### config.mk
export PLATFORM = sky130hd
export DESIGN_NAME = series_mean_min_max_sdev
export DESIGN_NICKNAME = d
export VERILOG_FILES = /design/src/hdl/smms_pkg.sv /design/src/hdl/smms_front.sv /design/src/hdl/smms_queue.sv /design/src/hdl/smms_back.sv /design/src/hdl/series_mean_min_max_sdev.sv
export SDC_FILE = /design/constraint.sdc
export NUM_CORES = 2
export LEC_CHECK = 0
export BUFFER_PORTS_ARGS = -buffer_cell sky130_fd_sc_hd__buf_2
export CORE_MARGIN = 4
export CORE_UTILIZATION = 25
export DETAILED_ROUTE_END_ITERATION = 16
export HOLD_SLACK_MARGIN = 0.02
export SYNTH_ARGS = -nofsm -noshare
export SYNTH_HDL_FRONTEND = slang
export SYNTH_SLANG_ARGS = --single-unit
### constraint.sdc
create_clock -name i_clk -period 9.25 [get_ports i_clk]
set_input_delay 0.925 -clock i_clk [delete_from_list [all_inputs] [get_ports i_clk]]
set_output_delay 0.925 -clock i_clk [all_outputs]
set_load 0.1 [all_outputs]
### src/hdl/smms_pkg.sv
// Shared widths, record types and state codes of the series statistics block.
`default_nettype none

package smms_pkg;

    localparam int SAMPLE_W    = 24;  // Q15.8 sample
    localparam int COUNT_W     = 11;  // sample count
    localparam int SUM_W       = 34;  // signed running sum
    localparam int SQ_W        = 57;  // running sum of squares
    localparam int WIDE_W      = 67;  // n*sumsq, sum^2 and their difference
    localparam int DIV_W       = 21;  // divisor, up to n^2
    localparam int ROOT_W      = 24;  // square root result
    localparam int RAD_W       = 48;  // square root radicand
    localparam int SREM_W      = 26;  // square root partial remainder
    localparam int STEP_W      = 7;   // iteration counter
    localparam int QUEUE_DEPTH = 2;   // series records between front and back
    localparam int QPTR_W      = 1;
    localparam int QFILL_W     = 2;
    localparam int MIN_SDEV_COUNT = 2;

    localparam logic signed [SAMPLE_W-1:0] SAMPLE_MAX_VAL = 24'sh7FFFFF;
    localparam logic signed [SAMPLE_W-1:0] SAMPLE_MIN_VAL = 24'sh800000;

    typedef struct packed {
        logic        [COUNT_W-1:0]  count;
        logic signed [SUM_W-1:0]    sum;
        logic        [SQ_W-1:0]     sumsq;
        logic signed [SAMPLE_W-1:0] min;
        logic signed [SAMPLE_W-1:0] max;
    } t_series;

    typedef struct packed {
        logic empty;
        logic full;
    } t_queue_stat;

    typedef enum logic [6:0] {
        ST_IDLE   = 7'b0000001,
        ST_MUL_NQ = 7'b0000010,
        ST_MUL_SS = 7'b0000100,
        ST_DIV_V  = 7'b0001000,
        ST_SQRT   = 7'b0010000,
        ST_DIV_M  = 7'b0100000,
        ST_DONE   = 7'b1000000
    } t_back_state;

endpackage

`default_nettype wire

### src/hdl/smms_front.sv
// Front part: accepts samples and accumulates count, sum, sum of squares, min and max.
`default_nettype none

module smms_front #(
    parameter int MAX_SAMPLES = 1024
) (
    input  wire                                   i_clk,
    input  wire                                   i_rst_n,
    input  wire                                   i_valid,
    output logic                                  o_ready,
    input  wire  signed [smms_pkg::SAMPLE_W-1:0]  i_sample,
    input  wire                                   i_last,
    input  smms_pkg::t_queue_stat                 i_stat,
    output logic                                  o_push,
    output smms_pkg::t_series                     o_rec
);
    import smms_pkg::*;

    logic        [COUNT_W-1:0]  r_count, n_count;
    logic signed [SUM_W-1:0]    r_sum, n_sum;
    logic        [SQ_W-1:0]     r_sumsq, n_sumsq;
    logic signed [SAMPLE_W-1:0] r_min, n_min;
    logic signed [SAMPLE_W-1:0] r_max, n_max;
    logic signed [2*SAMPLE_W-1:0] w_sq;
    logic w_take;
    logic w_acc;

    // Stall only a closing beat while the queue has no room.
    assign o_ready = !(i_last && i_stat.full);
    assign w_acc   = i_valid && o_ready;
    assign w_take  = r_count < COUNT_W'(MAX_SAMPLES);
    assign w_sq    = i_sample * i_sample;

    always_comb begin
        n_count = r_count;
        n_sum   = r_sum;
        n_sumsq = r_sumsq;
        n_min   = r_min;
        n_max   = r_max;
        if (w_take) begin
            n_count = r_count + 1'b1;
            n_sum   = r_sum + SUM_W'(i_sample);
            n_sumsq = r_sumsq + {{(SQ_W-2*SAMPLE_W){1'b0}}, w_sq};
            if (i_sample < r_min) begin
                n_min = i_sample;
            end
            if (i_sample > r_max) begin
                n_max = i_sample;
            end
        end
    end

    assign o_push      = w_acc && i_last;
    assign o_rec.count = n_count;
    assign o_rec.sum   = n_sum;
    assign o_rec.sumsq = n_sumsq;
    assign o_rec.min   = n_min;
    assign o_rec.max   = n_max;

    always_ff @(posedge i_clk) begin
        if (!i_rst_n || (w_acc && i_last)) begin
            r_count <= '0;
            r_sum   <= '0;
            r_sumsq <= '0;
            r_min   <= SAMPLE_MAX_VAL;
            r_max   <= SAMPLE_MIN_VAL;
        end else if (w_acc) begin
            r_count <= n_count;
            r_sum   <= n_sum;
            r_sumsq <= n_sumsq;
            r_min   <= n_min;
            r_max   <= n_max;
        end
    end

endmodule

`default_nettype wire

### src/hdl/smms_queue.sv
// Short queue of finished series records between front and back.
`default_nettype none

module smms_queue (
    input  wire                    i_clk,
    input  wire                    i_rst_n,
    input  wire                    i_push,
    input  smms_pkg::t_series      i_wdata,
    input  wire                    i_pop,
    output smms_pkg::t_series      o_rdata,
    output smms_pkg::t_queue_stat  o_stat
);
    import smms_pkg::*;

    t_series r_mem [QUEUE_DEPTH];
    logic [QPTR_W-1:0]  r_wr_ptr;
    logic [QPTR_W-1:0]  r_rd_ptr;
    logic [QFILL_W-1:0] r_fill;
    logic w_push;
    logic w_pop;

    assign o_stat.empty = (r_fill == '0);
    assign o_stat.full  = (r_fill == QFILL_W'(QUEUE_DEPTH));
    assign w_push  = i_push && !o_stat.full;
    assign w_pop   = i_pop && !o_stat.empty;
    assign o_rdata = r_mem[r_rd_ptr];

    always_ff @(posedge i_clk) begin
        if (w_push) begin
            r_mem[r_wr_ptr] <= i_wdata;
        end
    end

    always_ff @(posedge i_clk) begin
        if (!i_rst_n) begin
            r_wr_ptr <= '0;
            r_rd_ptr <= '0;
            r_fill   <= '0;
        end else begin
            if (w_push) begin
                r_wr_ptr <= r_wr_ptr + 1'b1;
            end
            if (w_pop) begin
                r_rd_ptr <= r_rd_ptr + 1'b1;
            end
            case ({w_push, w_pop})
                2'b10:   r_fill <= r_fill + 1'b1;
                2'b01:   r_fill <= r_fill - 1'b1;
                default: r_fill <= r_fill;
            endcase
        end
    end

endmodule

`default_nettype wire

### src/hdl/smms_back.sv
// Back part: sequencer for products, divisions and square root of one series record.
`default_nettype none

module smms_back (
    input  wire                                   i_clk,
    input  wire                                   i_rst_n,
    input  smms_pkg::t_queue_stat                 i_stat,
    input  smms_pkg::t_series                     i_rec,
    output logic                                  o_pop,
    output logic                                  o_valid,
    input  wire                                   i_ready,
    output logic        [smms_pkg::COUNT_W-1:0]   o_count,
    output logic signed [smms_pkg::SAMPLE_W-1:0]  o_mean,
    output logic signed [smms_pkg::SAMPLE_W-1:0]  o_minimum,
    output logic signed [smms_pkg::SAMPLE_W-1:0]  o_maximum,
    output logic        [smms_pkg::SAMPLE_W-1:0]  o_std_dev
);
    import smms_pkg::*;

    t_back_state r_state, n_state;
    logic [STEP_W-1:0]   r_step;
    t_series             r_rec;
    logic [SQ_W-1:0]     r_mcand;
    logic [SUM_W-1:0]    r_mplr;
    logic [WIDE_W-1:0]   r_prod;
    logic [WIDE_W-1:0]   r_prod_a;
    logic [DIV_W-1:0]    r_div;
    logic [WIDE_W-1:0]   r_num;
    logic [DIV_W:0]      r_rem;
    logic [RAD_W-1:0]    r_rad;
    logic [SREM_W-1:0]   r_srem;
    logic [ROOT_W-1:0]   r_root;
    logic [ROOT_W-1:0]   r_sdev;
    logic [SAMPLE_W-1:0] r_mean;
    logic                r_out_valid;
    logic [COUNT_W-1:0]  r_o_count;
    logic [SAMPLE_W-1:0] r_o_mean;
    logic [SAMPLE_W-1:0] r_o_min;
    logic [SAMPLE_W-1:0] r_o_max;
    logic [SAMPLE_W-1:0] r_o_sdev;

    logic [SUM_W-1:0]  w_mag;
    logic [WIDE_W-1:0] w_prod_nx;
    logic [DIV_W:0]    w_rem_sh;
    logic              w_ge;
    logic [DIV_W:0]    w_rem_nx;
    logic [WIDE_W-1:0] w_num_nx;
    logic [SREM_W-1:0] w_srem_sh;
    logic [SREM_W-1:0] w_trial;
    logic              w_sq_ge;
    logic [SREM_W-1:0] w_srem_nx;
    logic [ROOT_W-1:0] w_root_nx;
    logic              w_var_ok;
    logic [SUM_W-1:0]  w_quo;
    logic [SUM_W-1:0]  w_mean_full;
    logic              w_last_step;
    logic              w_emit;

    assign w_mag = r_rec.sum[SUM_W-1] ? SUM_W'(-r_rec.sum) : SUM_W'(r_rec.sum);

    // Shift-add multiply step, multiplier taken MSB first.
    assign w_prod_nx = {r_prod[WIDE_W-2:0], 1'b0}
                     + (r_mplr[SUM_W-1] ? {{(WIDE_W-SQ_W){1'b0}}, r_mcand} : '0);

    // Restoring divide step, quotient bits shift in at the bottom of r_num.
    assign w_rem_sh = {r_rem[DIV_W-1:0], r_num[WIDE_W-1]};
    assign w_ge     = w_rem_sh >= {1'b0, r_div};
    assign w_rem_nx = w_ge ? w_rem_sh - {1'b0, r_div} : w_rem_sh;
    assign w_num_nx = {r_num[WIDE_W-2:0], w_ge};

    // Digit-by-digit square root step, two radicand bits a step.
    assign w_srem_sh = {r_srem[SREM_W-3:0], r_rad[RAD_W-1:RAD_W-2]};
    assign w_trial   = {r_root, 2'b01};
    assign w_sq_ge   = w_srem_sh >= w_trial;
    assign w_srem_nx = w_sq_ge ? w_srem_sh - w_trial : w_srem_sh;
    assign w_root_nx = {r_root[ROOT_W-2:0], w_sq_ge};

    assign w_var_ok = (r_rec.count >= COUNT_W'(MIN_SDEV_COUNT)) && (r_prod_a >= w_prod_nx);
    assign w_quo       = w_num_nx[SUM_W-1:0];
    assign w_mean_full = r_rec.sum[SUM_W-1] ? -w_quo : w_quo;
    assign w_last_step = (r_step == '0);
    assign w_emit      = (r_state == ST_DONE) && (!r_out_valid || i_ready);
    assign o_pop       = (r_state == ST_IDLE) && !i_stat.empty;

    always_comb begin
        n_state = r_state;
        case (r_state)
            ST_IDLE:   if (!i_stat.empty) n_state = ST_MUL_NQ;
            ST_MUL_NQ: if (w_last_step) n_state = ST_MUL_SS;
            ST_MUL_SS: if (w_last_step) n_state = ST_DIV_V;
            ST_DIV_V:  if (w_last_step) n_state = ST_SQRT;
            ST_SQRT:   if (w_last_step) n_state = ST_DIV_M;
            ST_DIV_M:  if (w_last_step) n_state = ST_DONE;
            ST_DONE:   if (w_emit) n_state = ST_IDLE;
            default:   n_state = ST_IDLE;
        endcase
    end

    always_ff @(posedge i_clk) begin
        if (!i_rst_n) begin
            r_state     <= ST_IDLE;
            r_out_valid <= 1'b0;
        end else begin
            r_state <= n_state;
            if (w_emit) begin
                r_out_valid <= 1'b1;
            end else if (i_ready) begin
                r_out_valid <= 1'b0;
            end
        end
    end

    always_ff @(posedge i_clk) begin
        case (r_state)
            ST_IDLE: begin
                r_rec   <= i_rec;
                r_mcand <= i_rec.sumsq;
                r_mplr  <= {i_rec.count, {(SUM_W-COUNT_W){1'b0}}};
                r_prod  <= '0;
                r_step  <= STEP_W'(COUNT_W - 1);
            end
            ST_MUL_NQ: begin
                if (w_last_step) begin
                    r_prod_a <= w_prod_nx;
                    r_prod   <= '0;
                    r_mcand  <= {{(SQ_W-SUM_W){1'b0}}, w_mag};
                    r_mplr   <= w_mag;
                    r_step   <= STEP_W'(SUM_W - 1);
                end else begin
                    r_prod <= w_prod_nx;
                    r_mplr <= r_mplr << 1;
                    r_step <= r_step - 1'b1;
                end
            end
            ST_MUL_SS: begin
                r_prod <= w_prod_nx;
                r_mplr <= r_mplr << 1;
                if (w_last_step) begin
                    // Variance numerator, clamped at zero; n^2 divisor.
                    r_num  <= w_var_ok ? r_prod_a - w_prod_nx : '0;
                    r_div  <= {{(DIV_W-COUNT_W){1'b0}}, r_rec.count}
                            * {{(DIV_W-COUNT_W){1'b0}}, r_rec.count};
                    r_rem  <= '0;
                    r_step <= STEP_W'(WIDE_W - 1);
                end else begin
                    r_step <= r_step - 1'b1;
                end
            end
            ST_DIV_V: begin
                r_num <= w_num_nx;
                r_rem <= w_rem_nx;
                if (w_last_step) begin
                    r_rad  <= w_num_nx[RAD_W-1:0];
                    r_srem <= '0;
                    r_root <= '0;
                    r_step <= STEP_W'(ROOT_W - 1);
                end else begin
                    r_step <= r_step - 1'b1;
                end
            end
            ST_SQRT: begin
                r_rad  <= r_rad << 2;
                r_srem <= w_srem_nx;
                r_root <= w_root_nx;
                if (w_last_step) begin
                    r_sdev <= w_root_nx;
                    r_num  <= {w_mag, {(WIDE_W-SUM_W){1'b0}}};
                    r_div  <= {{(DIV_W-COUNT_W){1'b0}}, r_rec.count};
                    r_rem  <= '0;
                    r_step <= STEP_W'(SUM_W - 1);
                end else begin
                    r_step <= r_step - 1'b1;
                end
            end
            ST_DIV_M: begin
                r_num <= w_num_nx;
                r_rem <= w_rem_nx;
                if (w_last_step) begin
                    r_mean <= w_mean_full[SAMPLE_W-1:0];
                end else begin
                    r_step <= r_step - 1'b1;
                end
            end
            ST_DONE: begin
                if (w_emit) begin
                    r_o_count <= r_rec.count;
                    r_o_mean  <= r_mean;
                    r_o_min   <= r_rec.min;
                    r_o_max   <= r_rec.max;
                    r_o_sdev  <= (r_rec.count >= COUNT_W'(MIN_SDEV_COUNT)) ? r_sdev : '0;
                end
            end
            default: begin
                r_prod <= r_prod;
            end
        endcase
    end

    assign o_valid   = r_out_valid;
    assign o_count   = r_o_count;
    assign o_mean    = r_o_mean;
    assign o_minimum = r_o_min;
    assign o_maximum = r_o_max;
    assign o_std_dev = r_o_sdev;

endmodule

`default_nettype wire

### src/hdl/series_mean_min_max_sdev.sv
// Series statistics top level: count, mean, minimum, maximum and standard deviation.
// Throughput: one sample per cycle, unless a closing beat is held by a full queue.
// The back sequencer takes one series at a time through the shift-add multiplier
//   (11 + 34 steps), the divider (67 + 34 steps) and the root (24 steps).
// Up to two finished series wait in the queue; a closing beat stalls while the queue is full.
// Reset (synchronous, active low) empties the series, the queue and the output register at once.
`default_nettype none

module series_mean_min_max_sdev #(
    parameter int MAX_SAMPLES = 1024
) (
    input  wire                                   i_clk,
    input  wire                                   i_rst_n,
    // sample channel
    input  wire                                   i_valid,
    output logic                                  o_ready,
    input  wire  signed [smms_pkg::SAMPLE_W-1:0]  i_sample,
    input  wire                                   i_last,
    // result channel
    output logic                                  o_valid,
    input  wire                                   i_ready,
    output logic        [smms_pkg::COUNT_W-1:0]   o_count,
    output logic signed [smms_pkg::SAMPLE_W-1:0]  o_mean,
    output logic signed [smms_pkg::SAMPLE_W-1:0]  o_minimum,
    output logic signed [smms_pkg::SAMPLE_W-1:0]  o_maximum,
    output logic        [smms_pkg::SAMPLE_W-1:0]  o_std_dev
);
    import smms_pkg::*;

    // Record of a closed series, handed from the front to the queue.
    logic        w_push;
    t_series     w_wrec;
    // Record at the head of the queue, taken by the back sequencer.
    t_series     w_rrec;
    logic        w_pop;
    t_queue_stat w_stat;

    // Accumulate one sample per beat; drop samples beyond MAX_SAMPLES but
    // still close the series on its last beat.
    smms_front #(
        .MAX_SAMPLES (MAX_SAMPLES)
    ) u_front (
        .i_clk    (i_clk),
        .i_rst_n  (i_rst_n),
        .i_valid  (i_valid),
        .o_ready  (o_ready),
        .i_sample (i_sample),
        .i_last   (i_last),
        .i_stat   (w_stat),
        .o_push   (w_push),
        .o_rec    (w_wrec)
    );

    // Hold closed series while the back is busy with an earlier one.
    smms_queue u_queue (
        .i_clk   (i_clk),
        .i_rst_n (i_rst_n),
        .i_push  (w_push),
        .i_wdata (w_wrec),
        .i_pop   (w_pop),
        .o_rdata (w_rrec),
        .o_stat  (w_stat)
    );

    // Work out mean and standard deviation, then hold the result in the
    // output register until the beat is taken.
    smms_back u_back (
        .i_clk     (i_clk),
        .i_rst_n   (i_rst_n),
        .i_stat    (w_stat),
        .i_rec     (w_rrec),
        .o_pop     (w_pop),
        .o_valid   (o_valid),
        .i_ready   (i_ready),
        .o_count   (o_count),
        .o_mean    (o_mean),
        .o_minimum (o_minimum),
        .o_maximum (o_maximum),
        .o_std_dev (o_std_dev)
    );

endmodule

`default_nettype wire

==> out/metrics.yaml <==
global_route.usage.met1_pct: 18.53
synth.area.top_cells: "sky130_fd_sc_hd__edfxtp_1 36%, sky130_fd_sc_hd__fa_1 15%, sky130_fd_sc_hd__ha_1 7.5%"
post-synth-top-area-fraction_pct: 35.87
synthesis.instances: 7933
vias_per_cell: 4.511
clock_latency_of_the_later_clocked_register_in_the_worst_skew_pair_ns: 0.77
grt_util_met3_pct: 1.445
synth_area_per_cell_um2: 10.38
timing.critical_path.fanout_max: 10
initial_antenna_violation_count: 5
pin_count: 138
hold_class: "flop to flop"
placement_rows: 210
overflow: 0
total_number_of_vias: 57927
layout_worst_path_cycle_share_pct: 96.92
tritoncts_num_sinks: 1147
dominantRegCellSynth: "sky130_fd_sc_hd__edfxtp_1"
startpoint_type: "input port"
synth.ff_latch_count: 1147
syn-cell-area_mm2: 0.08238
kind_of_end_point_of_the_critical_path: "flop"
cts_max_path_buffers: 3
required_ns: 9.68
dp_hpwl_um: 162200
drc: 0
wl_per_cell_um: 16.52
max_cap_viol_count: 0
clk_transition_reported_paths_ns: 0.07
area_growth_syn_to_layout_pct: 16.40
timing.hold.ws_ns: 0.4011
via_count_of_the_first_global_routing_pass: 56871
timing.slew.headroom_pct: 10.54
layout_min_cycle_time_ns: 8.965
synthDominantAreaCellType: "sky130_fd_sc_hd__edfxtp_1"
finalMaxSlewViolations: 0
detailedRoute.firstIterationViolations: 4229
cp_top_family: "adder cells"
final_common_cell: "sky130_fd_sc_hd__inv_1"
num-fill-cells: 33990
grt_start_max_net_pins: 152
synth_enable_flop_cells: 984
cts_tree: "done"
layout.nets: 9552
path_buf_inv: 6
die-height_um: 582.0
worstMarginPinSlew_ns: 1.308
setup_viol: 0
timing.critical_path.mode_cell: "sky130_fd_sc_hd__fa_1"
postSynth.asyncResetShare_pct: 0
layout_common_cells: "1,017 x sky130_fd_sc_hd__inv_1, 984 x sky130_fd_sc_hd__edfxtp_1, 834 x sky130_fd_sc_hd__nand2_1"
design.core.area_mm2: 0.3277
worst-setup-path-type: "input port to flop"
run_status: "finished clean"
finalHoldViolCount: 0
critPathArrivalTime_ns: 9.40
drt-total-wl_um: 212200
timing.fmax_ghz: 0.1115
place.gp.congestion: 0.8966
synth.distinct_cells: 96
crit_path_top_delay_cell: "sky130_fd_sc_hd__fa_1"
h-tree-depth: 3
grt.total_usage_pct: 12.23
drtAntennaViolNets: 0
worst_clk_skew_ns: 0.09013
cts_buffers: 111
synth-seq-area-share_pct: 39.83
initial_utilization_pct: 25.14
grt_first_pass_wirelength_um: 332800
grt_use_met2_pct: 18.52
number_of_buffers_inserted_by_port_buffering: 137
clk_root_buffer_cell: "sky130_fd_sc_hd__clkbuf_16"
design.die.area_mm2: 0.3388
grt.busiest_layer: "met1"
first_pass_iters: 6
cpPeakStageDelay_ns: 0.54
synth_nets: 9087
synth.yosys.warnings: 0
drive_above_1_share_pct: 13.25
die_x_um: 582.0
state kept, by name, summed over array words and instances (netlist names), 24 cells and up, named ones only:
name / cells
u_queue.r_mem: 300
u_back.r_rec: 93
u_back.r_num: 67
u_back.r_prod_a: 67
u_back.r_prod: 66
u_back.r_mcand: 57
u_front.r_sumsq: 57
u_back.r_rad: 48
u_back.r_mplr: 34
u_front.r_sum: 34
u_back.o_maximum: 24
u_back.o_mean: 24
u_back.o_minimum: 24
u_back.o_std_dev: 24
u_back.r_mean: 24
u_back.r_root: 24
u_back.r_sdev: 24
u_back.r_srem: 24
u_front.r_max: 24
u_front.r_min: 24
worst reg2reg max path, delay by kind of cell, from the launching register on:
family,cells,cell delay [ns]
AND/OR/NAND/NOR,13,3.33
AO/OA/AOI/OAI,6,1.76
flip-flops,1,0.74
adder cells (fa/ha/maj),3,1.14
XOR/XNOR,1,0.14
buffers and inverters,2,0.55
synth_stat cells (43+ instances only):
cell type                  number
sky130_fd_sc_hd__xor2_1       171
sky130_fd_sc_hd__mux2_2       129
sky130_fd_sc_hd__edfxtp_1     984
sky130_fd_sc_hd__nor3_1        92
sky130_fd_sc_hd__dfxtp_1      163
sky130_fd_sc_hd__nand2b_1      48
sky130_fd_sc_hd__ha_1         497
sky130_fd_sc_hd__mux2i_1       78
sky130_fd_sc_hd__fa_1         628
sky130_fd_sc_hd__or3_1         44
sky130_fd_sc_hd__and2_1       249
sky130_fd_sc_hd__a21o_1       206
sky130_fd_sc_hd__nor2_1       495
sky130_fd_sc_hd__o21bai_1      53
sky130_fd_sc_hd__nand4_1       71
sky130_fd_sc_hd__o31ai_1       43
sky130_fd_sc_hd__o21ai_0      384
sky130_fd_sc_hd__xnor2_1      222
sky130_fd_sc_hd__inv_1       1021
sky130_fd_sc_hd__and3_1        44
sky130_fd_sc_hd__nor2b_1       84
sky130_fd_sc_hd__nand3_1      110
sky130_fd_sc_hd__a21oi_1      399
sky130_fd_sc_hd__clkbuf_1     298
sky130_fd_sc_hd__a211oi_1      67
sky130_fd_sc_hd__nand2_1      840
final cells by class:
class                           count  area, µm²  area share (%)
Clock inverter                     73      940.9          0.9812
Antenna cell                        3      7.507        0.007829
Timing Repair Buffer              696       5191           5.414
Sequential cell                  1147      32820           34.23
Inverter                         1027       3865           4.031
Tap cell                         4346       5438           5.671
Multi-Input combinational cell   5415      44690           46.61
Clock buffer                      135       2938           3.064
cell families (layout without fill, tap and decap cells):
| group | Yosys count | after routing | share of synthesized area, % |
|---|---|---|---|
| AND/OR/NAND/NOR | 2187 | 2187 | 12.48 |
| AO/OA/AOI/OAI | 1502 | 1502 | 11.68 |
| buffers and inverters | 1371 | 1931 | 6.300 |
| flip-flops | 1147 | 1147 | 39.83 |
| adder cells (fa/ha/maj) | 1125 | 1125 | 22.81 |
| XOR/XNOR | 394 | 394 | 4.198 |
| multiplexers | 207 | 207 | 2.711 |
| other | 0 | 3 | 0 |
through the flow:
stage	instances	area (µm²)	setup TNS (ns)	setup WS, ns	util (%)
after floorplan	7933	82480	0	0.005492	-
after global placement	12627	91820	-28.30	-0.6812	28.02
after detailed placement	12627	91820	-32.83	-0.7523	28.02
after CTS	12835	95700	0	0.09908	29.21
after global routing	12840	95880	-0.09611	-0.02296	29.26
final	12842	95890	0	0.2851	29.27
metal layers:
layer	routed length, µm	share of wire [%]	vias up
li1	-	-	28021
met1	105700	50	28389
met2	91170	43	1300
met3	10810	5.1	215
met4	4412	2.1	2
met5	9	0.0042	-
final timing paths:
kind | to | slack [ns] | depth (start not counted) | startpoint
setup / recovery | u_queue.r_mem[1][101]$_DFFE_PP_ | 0.29 | 35 | i_sample[5]
hold / removal | u_back.o_maximum[1]$_DFFE_PP_ | 0.40 | 0 | u_back.r_rec[1]$_DFFE_PP_
setup reg to reg | u_back.r_num[8]$_DFFE_PP_ | 1.44 | 25 | u_back.r_mplr[33]$_DFFE_PP_
hold reg to reg | u_back.o_maximum[1]$_DFFE_PP_ | 0.40 | 0 | u_back.r_rec[1]$_DFFE_PP_
repair_timing:
item,CTS,global route
setup endpoints to repair,0,73
hold buffers,0,0
setup buffers,0,4
resized for setup,0,44
Power is not shown: default switching activity piles up to over one toggle a cycle in this logic, so the estimate is an artifact.
